### src/rtl/core/lru_key_value_cache_top_assert.svh
// assertion macros for the lru key/value cache
`ifndef LRU_KEY_VALUE_CACHE_TOP_ASSERT_SVH
`define LRU_KEY_VALUE_CACHE_TOP_ASSERT_SVH

// clocked check, held off while reset is asserted
`define LKVC_ASSERT(lbl, prop, msg) \
	lbl: assert property (@(posedge clk) disable iff (!arst_n) (prop)) else $error(msg);

// clocked check that also holds during reset
`define LKVC_ASSERT_ALWAYS(lbl, prop, msg) \
	lbl: assert property (@(posedge clk) (prop)) else $error(msg);

`endif

### src/rtl/core/lkvc_pkg.sv
// shared types and constants for the lru key/value cache
package lkvc_pkg;

	// number of cells in the chain
	localparam int ENTRIES = 16;
	// occupancy counter width, holds 0..ENTRIES
	localparam int CNT_W = $clog2(ENTRIES + 1);
	// capacity register width
	localparam int CAP_W = 5;
	// width for capacity and occupancy compares
	localparam int CMP_W = (CNT_W > CAP_W) ? CNT_W : CAP_W;

	localparam int KEY_W = 32;
	localparam int VAL_W = 32;

	// register indexes
	localparam logic REG_CAPACITY = 1'b0;
	localparam logic [CAP_W-1:0] CAP_RESET = CAP_W'(16);

	// operation codes
	localparam logic OP_GET = 1'b0;
	localparam logic OP_SET = 1'b1;

	// value returned by a get miss
	localparam logic [VAL_W-1:0] MISS_VALUE = '1;

	// per-cell update control
	typedef struct packed {
		logic load;     // take key and value from the neighbor
		logic set_vld;  // rewrite the valid bit
		logic vld_d;    // new valid bit
	} cell_ctrl_t;

endpackage

### src/rtl/core/lkvc_cell.sv
// one cache slot: key, value and valid bit, with its own key compare
module lkvc_cell (
	input  logic                       clk,
	input  logic                       arst_n,
	input  lkvc_pkg::cell_ctrl_t       ctrl,
	input  logic [lkvc_pkg::KEY_W-1:0] key_in,
	input  logic [lkvc_pkg::VAL_W-1:0] value_in,
	input  logic [lkvc_pkg::KEY_W-1:0] cmp_key,
	output logic [lkvc_pkg::KEY_W-1:0] key,
	output logic [lkvc_pkg::VAL_W-1:0] value,
	output logic                       valid,
	output logic                       match
);
	import lkvc_pkg::*;

	logic [KEY_W-1:0] key_q;
	logic [VAL_W-1:0] value_q;
	logic             valid_q;

	// payload shifts in from the neighbor, no reset needed
	always_ff @(posedge clk) begin
		if (ctrl.load) begin
			key_q   <= key_in;
			value_q <= value_in;
		end
	end

	// valid bit
	always_ff @(posedge clk or negedge arst_n) begin
		if (!arst_n) begin
			valid_q <= 1'b0;
		end else if (ctrl.set_vld) begin
			valid_q <= ctrl.vld_d;
		end
	end

	assign key   = key_q;
	assign value = value_q;
	assign valid = valid_q;
	assign match = valid_q && (key_q == cmp_key);

endmodule

### src/rtl/core/lru_key_value_cache_top.sv
// lru key/value cache: chain of slot cells, recency order by position, apb config
// flow: the accept edge registers the request word; in the look state the parallel key
//   compare, the chain shift and the result register update happen together at the commit
// a new word is accepted only in the idle state, once the previous word has committed
// reset: all valid bits and occupancy cleared at once, capacity back to 16, no clearing pass
// a stalled output holds the finished word and blocks the next commit
module lru_key_value_cache_top (
	input  logic        clk,
	input  logic        arst_n,
	// config port
	input  logic        psel,
	input  logic        penable,
	input  logic        pwrite,
	input  logic [2:0]  paddr,
	input  logic [31:0] pwdata,
	output logic [31:0] prdata,
	output logic        pready,
	// input stream
	input  logic        s_tvalid,
	output logic        s_tready,
	input  logic [63:0] s_tdata,   // key [31:0], value [63:32]
	input  logic        s_tuser,   // op
	// output stream
	output logic        m_tvalid,
	input  logic        m_tready,
	output logic [31:0] m_tdata,   // read_value [31:0]
	output logic [1:0]  m_tuser    // hit [0], evicted [1]
);
	import lkvc_pkg::*;

	localparam logic ST_IDLE = 1'b0;
	localparam logic ST_LOOK = 1'b1;

	logic             state_q;
	logic [CAP_W-1:0] capacity_q;
	logic [CNT_W-1:0] occupancy_q;

	logic             op_q;
	logic [KEY_W-1:0] key_q;
	logic [VAL_W-1:0] value_q;

	logic             m_valid_q;
	logic [VAL_W-1:0] m_value_q;
	logic             m_hit_q;
	logic             m_evict_q;

	logic [KEY_W-1:0] cell_key [ENTRIES];
	logic [VAL_W-1:0] cell_value [ENTRIES];
	logic [ENTRIES-1:0] cell_valid;
	logic [ENTRIES-1:0] cell_match;
	logic [ENTRIES-1:0] match_before;  // some match strictly below this cell
	logic [ENTRIES-1:0] first_hit;
	cell_ctrl_t         cell_ctrl [ENTRIES];

	logic             present;
	logic [VAL_W-1:0] hit_value;
	logic [CMP_W-1:0] eff_cap;
	logic [CMP_W-1:0] occ_ext;
	logic             full;
	logic [CMP_W-1:0] keep;
	logic [CMP_W-1:0] new_occ;
	logic             commit;
	logic             wr_cap;

	// config write and read
	assign pready = 1'b1;
	assign wr_cap = psel && penable && pwrite && (paddr[2] == REG_CAPACITY);

	always_ff @(posedge clk or negedge arst_n) begin
		if (!arst_n) begin
			capacity_q <= CAP_RESET;
		end else if (wr_cap) begin
			capacity_q <= pwdata[CAP_W-1:0];
		end
	end

	assign prdata = (paddr[2] == REG_CAPACITY) ? 32'(capacity_q) : 32'd0;

	// sequencer: accept, then compare and shift
	assign s_tready = (state_q == ST_IDLE);
	assign commit   = (state_q == ST_LOOK) && (!m_valid_q || m_tready);

	always_ff @(posedge clk or negedge arst_n) begin
		if (!arst_n) begin
			state_q <= ST_IDLE;
		end else begin
			unique case (state_q)
				ST_IDLE: if (s_tvalid) state_q <= ST_LOOK;
				ST_LOOK: if (commit) state_q <= ST_IDLE;
				default: state_q <= ST_IDLE;
			endcase
		end
	end

	// request word
	always_ff @(posedge clk) begin
		if (s_tvalid && s_tready) begin
			op_q    <= s_tuser;
			key_q   <= s_tdata[KEY_W-1:0];
			value_q <= s_tdata[KEY_W+VAL_W-1:KEY_W];
		end
	end

	// first matching cell and its value
	always_comb begin
		match_before[0] = 1'b0;
		for (int i = 1; i < ENTRIES; i++) begin
			match_before[i] = match_before[i-1] || cell_match[i-1];
		end
		first_hit = cell_match & ~match_before;
		hit_value = '0;
		for (int i = 0; i < ENTRIES; i++) begin
			hit_value = hit_value | ({VAL_W{first_hit[i]}} & cell_value[i]);
		end
	end
	assign present = |cell_match;

	// insert bookkeeping with clamped capacity
	always_comb begin
		if (capacity_q == '0) begin
			eff_cap = CMP_W'(1);
		end else if (CMP_W'(capacity_q) > CMP_W'(ENTRIES)) begin
			eff_cap = CMP_W'(ENTRIES);
		end else begin
			eff_cap = CMP_W'(capacity_q);
		end
		occ_ext = CMP_W'(occupancy_q);
		full    = (occ_ext >= eff_cap);
		keep    = full ? (eff_cap - CMP_W'(1)) : occ_ext;
		new_occ = keep + CMP_W'(1);
	end

	always_ff @(posedge clk or negedge arst_n) begin
		if (!arst_n) begin
			occupancy_q <= '0;
		end else if (commit && (op_q == OP_SET) && !present) begin
			occupancy_q <= new_occ[CNT_W-1:0];
		end
	end

	// cell chain, cell 0 is most recent
	for (genvar i = 0; i < ENTRIES; i++) begin : g_cell
		logic [KEY_W-1:0] nb_key;
		logic [VAL_W-1:0] nb_value;

		if (i == 0) begin : g_head
			assign nb_key   = key_q;
			assign nb_value = value_q;
		end else begin : g_link
			assign nb_key   = cell_key[i-1];
			assign nb_value = cell_value[i-1];
		end

		// on a set, a hit shifts cells up to the hit, a miss shifts up to the kept count
		always_comb begin
			cell_ctrl[i].load    = commit && (op_q == OP_SET) &&
				(present ? !match_before[i] : (CMP_W'(i) <= keep));
			cell_ctrl[i].set_vld = commit && (op_q == OP_SET) && !present;
			cell_ctrl[i].vld_d   = (CMP_W'(i) < new_occ);
		end

		lkvc_cell u_cell (
			.clk      (clk),
			.arst_n   (arst_n),
			.ctrl     (cell_ctrl[i]),
			.key_in   (nb_key),
			.value_in (nb_value),
			.cmp_key  (key_q),
			.key      (cell_key[i]),
			.value    (cell_value[i]),
			.valid    (cell_valid[i]),
			.match    (cell_match[i])
		);
	end

	// output register
	always_ff @(posedge clk or negedge arst_n) begin
		if (!arst_n) begin
			m_valid_q <= 1'b0;
		end else if (commit) begin
			m_valid_q <= 1'b1;
		end else if (m_tready) begin
			m_valid_q <= 1'b0;
		end
	end

	always_ff @(posedge clk) begin
		if (commit) begin
			m_hit_q   <= present;
			m_evict_q <= (op_q == OP_SET) && !present && full;
			if (op_q == OP_GET) begin
				m_value_q <= present ? hit_value : MISS_VALUE;
			end else begin
				m_value_q <= '0;
			end
		end
	end

	assign m_tvalid = m_valid_q;
	assign m_tdata  = m_value_q;
	assign m_tuser  = {m_evict_q, m_hit_q};

	`include "lru_key_value_cache_top_assert.svh"

	// valid cells form a prefix of the chain
	`LKVC_ASSERT(a_valid_prefix, ((cell_valid & (cell_valid + 1'b1)) == '0), "valid bits not a prefix")
	// occupancy counts the valid cells
	`LKVC_ASSERT(a_occ_count, ($countones(cell_valid) == int'(occupancy_q)), "occupancy mismatch")
	// keys are unique, so at most one cell matches
	`LKVC_ASSERT(a_single_match, ((state_q != ST_LOOK) || $onehot0(cell_match)), "duplicate key")
	// a commit returns the sequencer to idle with a result pending
	`LKVC_ASSERT(a_commit_idle, (commit |=> ((state_q == ST_IDLE) && m_valid_q)), "commit lost")
	// occupancy never exceeds the chain length
	`LKVC_ASSERT(a_occ_bound, (int'(occupancy_q) <= ENTRIES), "occupancy overflow")

endmodule

### config.mk
export PLATFORM = sky130hd
export DESIGN_NAME = lru_key_value_cache_top
export DESIGN_NICKNAME = d
export VERILOG_FILES = /design/src/rtl/core/lkvc_pkg.sv /design/src/rtl/core/lkvc_cell.sv /design/src/rtl/core/lru_key_value_cache_top.sv
export VERILOG_INCLUDE_DIRS = /design/src /design/src/rtl/core
export SDC_FILE = /design/constraint.sdc
export NUM_CORES = 1
export LEC_CHECK = 0
export CAP_MARGIN = 40
export CORE_MARGIN = 1.5
export CORE_UTILIZATION = 40
export DETAILED_ROUTE_END_ITERATION = 8
export DONT_BUFFER_PORTS = 1
export GPL_ROUTABILITY_DRIVEN = 0
export PLACE_DENSITY = 0.54
export SLEW_MARGIN = 10
export SYNTH_ARGS = -nofsm -noshare
export SYNTH_HDL_FRONTEND = slang
export SYNTH_SLANG_ARGS = --single-unit
### constraint.sdc
create_clock -name clk -period 17.5 [get_ports clk]
set_clock_uncertainty 0.15 [all_clocks]
set_input_delay 2.625 -clock clk [delete_from_list [all_inputs] [get_ports clk]]
set_output_delay 2.625 -clock clk [all_outputs]
set_load 0.05 [all_outputs]
==> results of run 1 <==
-- registers in the layout (all words and copies together) (netlist names) --
name,flops
g_cell.nb_value,32
op_q,1
m_evict_q,1
g_cell.u_cell.value,512
m_tvalid,1
state_q,1
capacity_q,5
g_cell.u_cell.valid,15
m_hit_q,1
g_cell.nb_key,32
m_tdata,32
g_cell.u_cell.key,512
occ_ext,5
-- synth_stat cells, drive strengths merged (6+ instances only) --
cell	number	area share, %
a211oi	6	0.11
a21oi	74	0.79
a221o	34	0.73
a221oi	32	0.79
a311oi	31	0.58
a31o	32	0.60
a31oi	65	0.87
and3	9	0.12
buf	118	1.8
clkbuf	82	0.66
dfrtp	26	1.4
edfxtp	1123	72
ha	9	0.24
inv	78	0.63
mux2	6	0.14
nand2	162	1.3
nand2b	8	0.11
nand3	127	1.4
nand4	48	0.64
nor2	154	1.2
nor2b	11	0.15
nor3	65	0.72
nor4	88	1.2
o21ai	50	0.54
o22a	10	0.19
xnor2	164	3.1
xor2	340	6.4
-- per-layer routing --
| metal | GRT usage [%] | share of wire, % | wire length, um |
|---|---|---|---|
| met1 | 25.0 | 43 | 47800 |
| met2 | 29.5 | 47 | 51300 |
| met3 | 3.64 | 6.6 | 7260 |
| met4 | 7.50 | 3.5 | 3850 |
| met5 | 0 | 0 | 0 |
-- where the power goes --
part           internal (mW)  switching [mW]  total [mW]
combinational          0.440            1.03        1.47
sequential              4.01           0.458        4.46
clock                   1.33            1.04        2.37
-- area by class of cell --
class | count | area [um^2] | area share (%)
Clock buffer | 145 | 3080 | 5.88
Clock inverter | 68 | 527 | 1.01
Inverter | 79 | 297 | 0.567
Multi-Input combinational cell | 1618 | 11100 | 21.3
Sequential cell | 1150 | 34400 | 65.8
Tap cell | 1524 | 1910 | 3.65
Timing Repair Buffer | 93 | 943 | 1.80
-- stage by stage --
stage / hold slack (ns) / power (mW) / worst slack [ns]
after floorplan: 0.250 / 5.41 / 6.54
after global placement: 0.252 / 5.89 / 11.17
after detailed placement: 0.255 / 6.00 / 11.09
after CTS: 0.266 / 8.37 / 11.07
after global routing: 0.274 / 8.65 / 10.72
final: 0.264 / 8.30 / 11.08
-- worst min-delay path by stage --
stage	slack (ns)	startpoint	end	cells past startpoint
final	0.26	g_cell[9].u_cell.value[19]$_DFFE_PP_	g_cell[10].u_cell.value[19]$_DFFE_PP_	0
after global routing	0.27	g_cell[0].nb_value[26]$_DFFE_PP_	g_cell[0].u_cell.value[26]$_DFFE_PP_	0
after CTS	0.27	g_cell[0].nb_value[24]$_DFFE_PP_	g_cell[0].u_cell.value[24]$_DFFE_PP_	0
after detailed placement	0.25	g_cell[0].nb_value[20]$_DFFE_PP_	g_cell[0].u_cell.value[20]$_DFFE_PP_	0
after global placement	0.25	g_cell[0].nb_value[10]$_DFFE_PP_	g_cell[0].u_cell.value[10]$_DFFE_PP_	0
after floorplan	0.25	g_cell[0].nb_value[0]$_DFFE_PP_	g_cell[0].u_cell.value[0]$_DFFE_PP_	0
-- logic make-up (layout without fill, tap and decap cells) --
logic type,Yosys count,in the layout
flops,1150,1150
compound gates,360,360
mux,11,11
simple gates,706,706
xor+xnor,504,504
other cells,2,28
buf+inv,279,385
fa+ha+maj,9,9
==> summary.md, run 1 <==
| Metric | Value |
|---|---|
| Result of the run | completed |
| Post-Layout Inst Area | 52,300 um^2 |
| Main flop type after synthesis | edfxtp_1 |
| Floorplan die height | 345 um |
| Worst-case register-to-register setup slack | 11.08 ns |
| Instance area at placement | 48,700 um^2 |
| Yosys Warn Count | 0 |
| Final number of setup-violating endpoints | 0 |
| Cell area after technology mapping | 46,700 um^2 |
| # rows | 125 |
| DIE WIDTH | 345 um |
| Total via count after detailed routing | 24.7k |
| Share of cells above drive strength 1 | 11.2% |
| Tot GR Track Use | 18.5% |
| Maximum fanout along the worst path | 67 |
| Reg-to-reg critical path endpoint | g_cell[15].u_cell.key[10]$_DFFE_PP_ |
| Antenna Diode Count | 0 |
| Routed len/inst | 23.6 um |
| Kind of capture point of the worst setup path | register |
| Cells traversed along the worst timing path | buf_4 > inv_1 > o2111a_1 > nand4_1 > or4_4 > nor4bb_1 > nand4b_4 > nor3_4 > buf_4 > and4_2 > buf_4 |
| Most common cell after layout, fill and taps aside | edfxtp_1 |
| Type of element launching the critical path | register |
| Routed WL | 110,000 um |
| DIE AREA | 119,000 um^2 |
| Number of antenna-violating nets in the routed design | 0 |
| Data arrival time of the critical path | 6.61 ns |
| Number of I/O pins | 176 |
| Adder and majority cell fraction of the synthesized area | 0.241% |
| Worst Max-Slew Pin Slew | 0.874 ns |
| Half-perimeter wire length after placement | 75,800 um |
| Number of optimization iterations in the first detailed-route pass | 5 |
| Critical Path End | g_cell[15].u_cell.key[10]$_DFFE_PP_ |
| Port Buf Inserts | 0 |
| Total grt overflow | 0 |
| Syn Area/Cell | 15.4 um^2 |
| Hold bufs inserted after CTS | 0 |
| Root buffer selected by CTS | clkbuf_16 |
| Deepest clock path buffer count | 3 |
| Achievable Freq | 156 MHz |
| Detailed Route Iter0 Violations | 2,223 |
| FF-to-FF Start | g_cell[0].nb_key[5]$_DFFE_PP_ |
| XOR/XNOR Fraction of Synth Area | 9.46% |
| CP startpoint | g_cell[0].nb_key[5]$_DFFE_PP_ |
| WP depth | 11 |
| Worst skew pair latency | 0.71 ns |
| Setup repair after global routing missed its margin | no |
| Placeable core region | 116,000 um^2 |
| Crit-path slowest cell | and4_2 |
| Initial Utilization | 40.3% |
| Inserted Clock Buffers | 117 |
| Family of cells with the greatest summed delay on the critical path | simple AND/OR/NAND/NOR gates |
| Post-synthesis cell count | 3,021 |
| Worst max-slew margin expressed relative to the limit | 41.1% |
| Final layout net count | 3,175 |
| HP Class | register to register |
| Final hold violations | 0 |
| First-pass GRT wire length | 162,000 um |
| Leading cell types in the layout, fill and taps excluded | 1,123 x edfxtp_1, 340 x xor2_1, 164 x xnor2_1 |
| Final cell count without fillers | 4,677 |
| Kind of critical path | register to register |
| Post-detailed-route DRC marker count | 0 |
| Finished Core Util | 45.1% |
| Maximum number of pins on one net before global-route repair | 69 |
| Post-synth EDFFs | 1,123 |
| Delay contributed by the slowest stage of the critical path | 0.93 ns |
| Final cycle utilization of the critical path | 36.7% |
| Post-Synth Simple-Gate Area | 7.53% |
| Leak Pwr | 17.0 nW |
| Setup tns final | 0 ns |
| Fillers | 10.1k |
| Vias in the first global route | 25.1k |
| Post-layout minimum cycle time | 6.42 ns |
| Number of different library cells in the post-synthesis netlist | 73 |
| Placed cell count | 4,463 |
| Max VDD drop | 0.129 mV |
| Register bit count reported by yosys | 1,150 |
| Pwr dens | 159 nW/um^2 |
| Share of synthesized area occupied by flip-flops and latches | 73.7% |
| Reg2reg path depth | 11 |
| Dominant combinational cell family by area after synthesis | XOR/XNOR gates |
| Max-cap violations | 0 |
| Required time of the worst setup path | 17.69 ns |
| Detailed-route vias per instance | 5.28 |
| Share of synthesized registers carrying an async set or reset | 2.35% |
| Most used cell along the critical path | buf_4 |
| Number of buffers inserted by post-CTS setup repair | 0 |
| CTS HTree Levels | 3 |
| Number of antenna violations at the first check in global routing | 1 |
| Clock-pin transition on the worst setup and hold timing paths | 0.06 ns |
| Max-slew violations | 0 |
| Fraction of synthesized area in multiplexers | 0.252% |
| Count of buffering cells on the critical path with inverters included | 4 |
| Cells resized by post-CTS repair | 0 |
| Compound-Gate Fraction of Synth Area | 5.67% |
| Layout overhead on the synthesized area | 12.0% |
| Clock sink count | 1,150 |
| Clock tree from TritonCTS | done |
No activity file was read; power rests on OpenSTA's default activity.
==> inputs of run 2 (changes only) <==
--- a/config.mk
+++ b/config.mk
@@ -12,7 +12,7 @@
 export DETAILED_ROUTE_END_ITERATION = 8
 export DONT_BUFFER_PORTS = 1
 export GPL_ROUTABILITY_DRIVEN = 0
-export PLACE_DENSITY = 0.54
+export PLACE_DENSITY = 0.56
 export SLEW_MARGIN = 10
 export SYNTH_ARGS = -nofsm -noshare
 export SYNTH_HDL_FRONTEND = slang
==> constraint.sdc (replaced) <==
create_clock -name clk -period 5.25 [get_ports clk]
set_clock_uncertainty 0.15 [all_clocks]
set_input_delay 0.7875 -clock clk [delete_from_list [all_inputs] [get_ports clk]]
set_output_delay 0.7875 -clock clk [all_outputs]
set_load 0.05 [all_outputs]
==> summary.md, run 2 (synthesis gave the netlist of run 1 again) <==
| Metric | Value |
|---|---|
| Achievable Freq | 211 MHz (+35%) |
| Power consumption | 28.1 mW (+240%) |
| Deepest clock path buffer count | 3 (unchanged) |
| Tot GR Track Use | 18.6% (+0.12 points) |
| Port Buf Inserts | 0 (unchanged) |
| Routed WL | 111,000 um (+0.81%) |
| Kind of capture point of the worst setup path | register |
| # rows | 125 (unchanged) |
| Root buffer selected by CTS | clkbuf_16 |
| Most used cell along the critical path | nor2_1 |
| Layout overhead on the synthesized area | 14.6% |
| Final cycle utilization of the critical path | 90.4% (+54 points) |
| Count of buffering cells on the critical path with inverters included | 2 (-2) |
| Total grt overflow | 0 (unchanged) |
| Antenna Diode Count | 0 (unchanged) |
| Max-cap violations | 0 (unchanged) |
| Maximum number of pins on one net before global-route repair | 67 (-2.9%) |
| Result of the run | completed |
| Inserted Clock Buffers | 115 (-1.7%) |
| Family of cells with the greatest summed delay on the critical path | simple AND/OR/NAND/NOR gates |
| Worst skew pair latency | 0.70 ns (about the same) |
| Data arrival time of the critical path | 4.97 ns (-1.64 ns) |
| Worst Max-Slew Pin Slew | 0.889 ns (+0.0150 ns) |
| Half-perimeter wire length after placement | 79,900 um (+5.3%) |
| Floorplan die height | 345 um (unchanged) |
| Maximum fanout along the worst path | 64 (-4.5%) |
| Detailed Route Iter0 Violations | 2,174 (-2.2%) |
| CTS HTree Levels | 3 (unchanged) |
| DIE WIDTH | 345 um (unchanged) |
| Worst max-slew margin expressed relative to the limit | 40.5% (-0.60 points) |
| Vias in the first global route | 25.5k (+1.6%) |
| Pwr dens | 526 nW/um^2 (+230%) |
| Placeable core region | 116,000 um^2 (unchanged) |
| Share of cells above drive strength 1 | 12.6% (+1.5 points) |
| Clock-pin transition on the worst setup and hold timing paths | 0.06 ns (about the same) |
| Clock tree from TritonCTS | done |
| Number of antenna violations at the first check in global routing | 1 (unchanged) |
| Total via count after detailed routing | 25.2k (+2.2%) |
| Most common cell after layout, fill and taps aside | edfxtp_1 |
| Final number of setup-violating endpoints | 0 (unchanged) |
| Number of antenna-violating nets in the routed design | 0 (unchanged) |
| Post-layout minimum cycle time | 4.75 ns (-1.67 ns) |
| Initial Utilization | 40.3% (unchanged) |
| Type of element launching the critical path | register |
| DIE AREA | 119,000 um^2 (unchanged) |
| Setup repair after global routing missed its margin | no |
| First-pass GRT wire length | 164,000 um (+1.0%) |
| Setup tns final | 0 ns (unchanged) |
| Routed len/inst | 23.2 um (-1.7%) |
| Post-detailed-route DRC marker count | 0 (unchanged) |
| Number of optimization iterations in the first detailed-route pass | 6 (+1) |
| Cells traversed along the worst timing path | nor3_1 > nor2_1 > nor2_2 > ha_1 > nand2b_1 > a21o_1 > a21o_1 > a211oi_4 > nor2_1 > mux2i_1 > inv_1 > ha_1 > nor2_1 > o211ai_1 > and3_2 > buf_12 |
| Leak Pwr | 17.6 nW (+3.5%) |
| Number of I/O pins | 176 (unchanged) |
| Max-slew violations | 0 (unchanged) |
| Final layout net count | 3,287 (+3.5%) |
| Max VDD drop | 0.355 mV (+180%) |
| Kind of critical path | register to register |
| Delay contributed by the slowest stage of the critical path | 0.43 ns (-0.50 ns) |
| HP Class | primary input to register |
| Leading cell types in the layout, fill and taps excluded | 1,123 x edfxtp_1, 340 x xor2_1, 164 x xnor2_1 |
| Worst-case register-to-register setup slack | 0.50 ns (-10.58 ns) |
| Required time of the worst setup path | 5.47 ns (-12.22 ns) |
| Clock sink count | 1,150 (unchanged) |
| Final hold violations | 0 (unchanged) |
| Detailed-route vias per instance | 5.26 (-0.38%) |
| Crit-path slowest cell | dfrtp_1 |
-- run 2: changes by cell type in the layout (fill, tap and decap cells not counted), moves of 4 or more --
cell           before  now
buf_12              4   23
clkinvlp_4         10    5
bufinv_16           6   12
dlygate4sd3_1       0   52
buf_16             10    1
clkinv_4            4    0
buf_4              77  129
clkinv_1           31   38
-- run 2: worst paths after layout --
kind	from	end	depth (start not counted)
min in group asynchronous	arst_n	occ_ext[0]$_DFFE_PN0P_	2
worst min register to register	g_cell[0].nb_value[5]$_DFFE_PP_	g_cell[0].u_cell.value[5]$_DFFE_PP_	0
worst max-delay path	capacity_q[3]$_DFFE_PN0P_	g_cell[14].u_cell.key[14]$_DFFE_PP_	16
max in group asynchronous	arst_n	capacity_q[4]$_DFFE_PN1P_	2
worst min-delay path	s_tdata[10]	g_cell[0].nb_key[10]$_DFFE_PP_	0
worst max register to register	capacity_q[3]$_DFFE_PN0P_	g_cell[14].u_cell.key[14]$_DFFE_PP_	16
-- run 2: per-layer routing --
metal / wire length [um] / up-vias / global-route usage (%)
met2: 52200 / 840 / 29.8
met5: 0 / - / 0
met4: 3150 / 0 / 6.25
met1: 49400 / 12600 / 26.2
li1: - / 11600 / -
met3: 6450 / 164 / 2.71
-- run 2: timing repair --
| action | CTS | global route |
|---|---|---|
| buffers inserted | 0 | 0 |
| endpoints found under the hold margin | 78 | 0 |
| hold buffers | 53 | 0 |
| resized for setup | 0 | 0 |
-- run 2: area by class of cell --
| type | count | area, um^2 |
|---|---|---|
| Timing Repair Buffer | 207 | 2000 |
| Fill cell | 9954 | 62400 |
| Inverter | 79 | 297 |
| Clock inverter | 75 | 679 |
| Clock buffer | 144 | 3030 |
| Sequential cell | 1150 | 34400 |
| Multi-Input combinational cell | 1618 | 11200 |
| Tap cell | 1524 | 1910 |
-- run 2: worst reg2reg max path: stages (launching register included) --
cell and delay [ns]:
dfrtp_1 0.43, nor3_1 0.20, nor2_1 0.07, nor2_2 0.23, ha_1 0.28, nand2b_1 0.14
a21o_1 0.17, a21o_1 0.20, a211oi_4 0.39, nor2_1 0.31, mux2i_1 0.40, inv_1 0.15
ha_1 0.25, nor2_1 0.27, o211ai_1 0.22, and3_2 0.29, buf_12 0.22
-- run 2: power breakdown --
part / switching, mW / internal (mW)
combinational: 3.39 / 1.65
sequential: 1.66 / 13.3
clock: 3.44 / 4.66
-- run 2: through the flow --
step | worst slack (ns) | hold slack [ns] | utilization (%) | instances | area (um^2)
floorplan | 0.00245 | 0.250 | - | 3047 | 46900
global placement | 0.441 | 0.255 | 42.4 | 4516 | 49100
detailed placement | 0.553 | 0.255 | 42.5 | 4524 | 49200
CTS | 0.503 | 0.0000298 | 46.1 | 4796 | 53500
global route | 0.145 | 0.0127 | 46.1 | 4797 | 53500
finish | 0.502 | 0.0395 | 46.1 | 4797 | 53500
